===== src/mtg_pkg.sv =====
`timescale 1ns / 1ps
// ----------------------------------------------------------------------------
// mtg_pkg
// Shared constants, types and word functions of the MT19937 generator.
// ----------------------------------------------------------------------------
package mtg_pkg;

    localparam int MTG_WORD_W      = 32;
    localparam int MTG_STATE_WORDS = 624;
    localparam int MTG_TWIST_MID   = 397;

    localparam logic [MTG_WORD_W-1:0] MTG_SEED_MULT    = 32'd1812433253;
    localparam logic [MTG_WORD_W-1:0] MTG_DEFAULT_SEED = 32'd5489;
    localparam logic [MTG_WORD_W-1:0] MTG_MATRIX       = 32'h9908b0df;
    localparam logic [MTG_WORD_W-1:0] MTG_UPPER_MASK   = 32'h80000000;
    localparam logic [MTG_WORD_W-1:0] MTG_LOWER_MASK   = 32'h7fffffff;
    localparam logic [MTG_WORD_W-1:0] MTG_TEMPER_B     = 32'h9d2c5680;
    localparam logic [MTG_WORD_W-1:0] MTG_TEMPER_C     = 32'hefc60000;

    localparam logic MTG_MODE_SEED = 1'b0;
    localparam logic MTG_MODE_DRAW = 1'b1;

    typedef enum logic [1:0] {
        ST_SEED,
        ST_IDLE,
        ST_PRIME,
        ST_TWIST
    } mtg_state_t;

    typedef struct packed {
        logic                  en;
        logic                  last;
        logic [MTG_WORD_W-1:0] data;
    } mtg_seed_wr_t;

    function automatic logic [MTG_WORD_W-1:0] mtg_twist(
        input logic [MTG_WORD_W-1:0] cur_word,
        input logic [MTG_WORD_W-1:0] nxt_word,
        input logic [MTG_WORD_W-1:0] mid_word
    );
        logic [MTG_WORD_W-1:0] y;
        logic [MTG_WORD_W-1:0] v;
        y = (cur_word & MTG_UPPER_MASK) | (nxt_word & MTG_LOWER_MASK);
        v = mid_word ^ (y >> 1);
        if (y[0])
        begin
            v = v ^ MTG_MATRIX;
        end
        return v;
    endfunction

    function automatic logic [MTG_WORD_W-1:0] mtg_temper(input logic [MTG_WORD_W-1:0] w);
        logic [MTG_WORD_W-1:0] y;
        y = w;
        y = y ^ (y >> 11);
        y = y ^ ((y << 7) & MTG_TEMPER_B);
        y = y ^ ((y << 15) & MTG_TEMPER_C);
        y = y ^ (y >> 18);
        return y;
    endfunction

endpackage


===== src/mtg_seeder.sv =====
`timescale 1ns / 1ps
// ----------------------------------------------------------------------------
// mtg_seeder
// Seeding sweep: one table word per cycle from the 1812433253 recurrence.
// ----------------------------------------------------------------------------
module mtg_seeder
    import mtg_pkg::*;
#(
    parameter int STATE_WORDS = MTG_STATE_WORDS
) (
    input  logic                           clk,
    input  logic                           rst_n,
    input  logic                           start,
    input  logic [MTG_WORD_W-1:0]          start_word,
    output mtg_seed_wr_t                   wr,
    output logic [$clog2(STATE_WORDS)-1:0] wr_addr
);
    localparam int IDX_W = $clog2(STATE_WORDS);
    localparam logic [IDX_W-1:0] LAST_IDX = IDX_W'(STATE_WORDS - 1);

    logic                  active_reg;
    logic                  active_next;
    logic [IDX_W-1:0]      k_reg;
    logic [IDX_W-1:0]      k_next;
    logic [MTG_WORD_W-1:0] w_reg;
    logic [MTG_WORD_W-1:0] w_next;
    logic [MTG_WORD_W-1:0] mix;
    logic [MTG_WORD_W-1:0] prod;

    always_ff @(posedge clk or negedge rst_n)
    begin
        if (!rst_n)
        begin
            active_reg <= 1'b1;
            k_reg      <= '0;
            w_reg      <= MTG_DEFAULT_SEED;
        end
        else
        begin
            active_reg <= active_next;
            k_reg      <= k_next;
            w_reg      <= w_next;
        end
    end

    always_comb
    begin
        mix         = w_reg ^ (w_reg >> 30);
        prod        = MTG_WORD_W'(mix * MTG_SEED_MULT);
        active_next = active_reg;
        k_next      = k_reg;
        w_next      = w_reg;
        if (start)
        begin
            active_next = 1'b1;
            k_next      = '0;
            w_next      = start_word;
        end
        else if (active_reg)
        begin
            // word k+1 from word k
            w_next = prod + MTG_WORD_W'(k_reg) + MTG_WORD_W'(1);
            k_next = k_reg + IDX_W'(1);
            if (k_reg == LAST_IDX)
            begin
                active_next = 1'b0;
                k_next      = '0;
            end
        end
    end

    assign wr.en   = active_reg;
    assign wr.last = active_reg && (k_reg == LAST_IDX);
    assign wr.data = w_reg;
    assign wr_addr = k_reg;
endmodule


===== config.mk =====
export PLATFORM = sky130hd
export DESIGN_NAME = mtg_seeder
export DESIGN_NICKNAME = d
export VERILOG_FILES = /design/src/mtg_pkg.sv /design/src/mtg_seeder.sv
export SDC_FILE = /design/constraint.sdc
export NUM_CORES = 1
export LEC_CHECK = 0
export ABC_AREA = 1
export ABC_CLOCK_PERIOD_IN_PS = 5250
export BUFFER_PORTS_ARGS = -buffer_cell sky130_fd_sc_hd__buf_2
export CELL_PAD_IN_SITES_DETAIL_PLACEMENT = 1
export CELL_PAD_IN_SITES_GLOBAL_PLACEMENT = 2
export CORE_UTILIZATION = 30
export CTS_CLUSTER_DIAMETER = 50
export CTS_CLUSTER_SIZE = 25
export DETAILED_ROUTE_END_ITERATION = 8
export PLACE_DENSITY_LB_ADDON = 0.1
export SLEW_MARGIN = 20
export SYNTH_ARGS = -nofsm -noshare
export SYNTH_HDL_FRONTEND = slang
export SYNTH_SLANG_ARGS = --single-unit

===== constraint.sdc =====
create_clock -name clk -period 5.25 [get_ports clk]
set_clock_uncertainty 0.1 [all_clocks]
set_input_delay 1.3125 -clock clk [delete_from_list [all_inputs] [get_ports clk]]
set_output_delay 1.3125 -clock clk [all_outputs]
set_load 0.02 [all_outputs]

==> impl_metrics.yaml <==
outcome:
  status: "complete, but fails checks"
  violations: "DRC, setup timing"
worst_setup_path:
  crit_type: "reg2reg"
  crit_path_end_kind: "register"
  cp_top_family: "adder cells"
  path_max_fanout: 4
  path_buf_inv: 8
  rr_worst_depth: 26
  crit_required_ns: 5.37
  start_kind: "register"
  critPathSlowestCell: "dfstp_2"
  max_stage_delay_ns: 0.55
  rrSetupSlack_ns: -0.72
  arrival_ns: 6.09
  path_depth: 26
  crit_path_frequent_cell: "fa_1"
clocking:
  cts_tree: "built"
  clk-insertion-delay-late_ns: 0.34
  hold_buffers: 0
  cts_sinks: 43
  cts.clk_slew.worst_paths_ns: 0.08
  cts_buffers: 5
  htree_num_levels: 2
  cts_max_path_buffers: 2
  cts_root_buf: "clkbuf_16"
detailed_routing:
  wl_per_cell_um: 20.73
  drt-total-wl_um: 41890
  vias_per_cell: 4.663
  initialDrtViolationCount: 252
  antenna_left: 0
  num_vias: 9424
  drtPass1Iterations: 6
  drc_errors: 4
logic_synthesis:
  syn_area_per_cell_um2: 8.519
  syn_area_mm2: 0.01095
  ys.flop_type: "dfrtp_1"
  ys_ff_latch: 43
  synth_warnings: 0
  synth_cell_types: 45
  ys_seq_area_share_pct: 9.921
  synthCells: 1285
  synth-async-reset-ratio_pct: 100.0
  syn-num-nets: 1712
  synth_edf_count: 0
global_routing:
  grt_max_degree: 44
  grt-ovfl-total: 0
  grt_pass1_wl_um: 65210
  antenna_found_initial: 0
  grtUsageTotal_pct: 24.21
  grt_pass1_vias: 10790
finish:
  nNetsFinal: 1986
  drive_above_1_share_pct: 34.10
  fillers: 4173
  largest_register_ffs: 32
  fin_cells: 2021
  syn2layout_area_growth_pct: 39.97
  layout.area.seq_mm2: 0.001115
  multiInputGateArea_mm2: 0.009977
  antenna_cells: 0
timing:
  fin_crit_ns: 5.973
  setup-violations-final: 20
  setup_slack_ns: -0.7227
  maxSlewHeadroom_pct: 41.48
  hold_viol: 0
  tightest_slew_ns: 0.8715
  final_max_slew_viol_count: 0
  rsz0062_at_grt: "yes"
  finalCritPeriodShare_pct: 113.8
  fin_tns_setup_ns: -10.00
  worst_hold_slack_ns: 0.4098
  fmax_mhz: 167.4
job:
  drv_cap: 0
min_path:
  min_path_type: "reg2reg"
  holdPathStages: 2
die:
  num_io_pins: 79
  start_util_pct: 30.63
  dieHeight_um: 193.0
  core_area_mm2: 0.03574
  rows: 69
  die_x_um: 193.0
  die_area_mm2: 0.03726
place:
  io_buffers: 78
  dpl.cell_count: 1980
  gp_congestion: 0.8437
  dp_hpwl_um: 35680
synth_stat cells (2+ instances only):
cell	n	area share (%)
inv_1	340	12
ha_1	238	27
nand2_1	180	6.2
fa_1	154	28
nor2_1	78	2.7
a21oi_1	40	1.8
o21ai_0	39	1.8
nand3_1	36	1.6
dfrtp_1	35	8.0
o22ai_1	15	0.86
xor2_1	13	1.0
xnor2_1	12	0.96
nand4_1	11	0.63
o21ai_1	10	0.46
clkbuf_1	8	0.27
dfstp_2	8	1.9
a21o_1	7	0.48
o211ai_1	6	0.41
nand2_2	5	0.29
nor2_2	4	0.23
nor3_1	4	0.18
a21oi_2	3	0.24
a31o_1	3	0.24
nand3_2	3	0.27
o21bai_1	3	0.21
or2_2	3	0.17
buf_4	2	0.14
clkinv_1	2	0.069
inv_2	2	0.069
nand3b_1	2	0.14
nor4_1	2	0.11
nor4_2	2	0.23
o221ai_1	2	0.16
o32ai_1	2	0.16
path summary, 6_finish.rpt:
path / from / to
worst max-delay path: w_reg[0] / w_reg[31]
worst min-delay path: active_reg / active_reg
worst max register to register: w_reg[0] / w_reg[31]
worst min register to register: active_reg / active_reg
max in group asynchronous: rst_n / w_reg[9]
min in group asynchronous: rst_n / wr_addr[6]
placed cells by master, fill, tap and decap left out, types with 7 or more instances in the layout:
master	instances
inv_1	310
ha_1	181
buf_4	163
nand2_1	158
fa_1	149
buf_2	78
nor2_1	50
ha_4	50
inv_2	28
nand3_1	28
dfrtp_1	23
o21ai_0	22
buf_6	21
nor2_4	19
a21oi_1	18
buf_12	16
o21ai_1	15
nor2_2	14
o22ai_1	14
nand2_2	14
a21oi_4	14
nand4_1	11
xor2_1	11
a21oi_2	11
dfrtp_2	11
nand2_4	9
xnor2_1	7
nand3_2	7
ha_2	7
layer usage:
metal | up-vias | share of wire, % | track usage, %
li1 | 4562 | - | -
met1 | 4716 | 48 | 32.82
met2 | 115 | 48 | 41.33
met3 | 31 | 2.6 | 2.950
met4 | 0 | 1.8 | 4.808
met5 | - | 0 | 0
through the flow:
step	util, %	setup slack [ns]	cell area [µm²]
detailed placement	37.82	-0.8995	13520
global placement	37.82	-0.8684	13520
floorplan	-	-0.4849	11230
CTS	41.84	-0.7689	14950
finish	42.87	-0.7227	15320
global route	42.87	-1.031	15320
kinds of logic after synthesis:
group	after synthesis	synth area share (%)
compound gates	135	7.201
simple gates	334	13.08
fa+ha+maj	392	55.37
buf+inv	356	12.44
flops	43	9.921
xor+xnor	25	2.000
tightest hold or removal path, cell delays in order, from the launching register on:
cell     delay, ns
dfstp_2       0.40
nand2_1       0.07
nand2_1       0.04
area by class of cell:
cell class | instances | area share [%]
Multi-Input combinational cell | 886 | 65.12
Timing Repair Buffer | 279 | 14.27
Inverter | 344 | 8.493
Sequential cell | 43 | 7.276
Tap cell | 461 | 3.764
Clock buffer | 6 | 0.8411
Clock inverter | 2 | 0.2450
timing repair:
| item | in CTS | in global routing |
|---|---|---|
| resized for setup | 207 | 68 |
| setup endpoints to repair | 23 | 22 |
| buffers inserted | 31 | 8 |
| pin swaps | 99 | 49 |
| hold endpoints to repair | 0 | 0 |
Power is left out: the tool's default activity adds up to more than one toggle a clock period on the data nets, which glitch-free logic cannot reach.
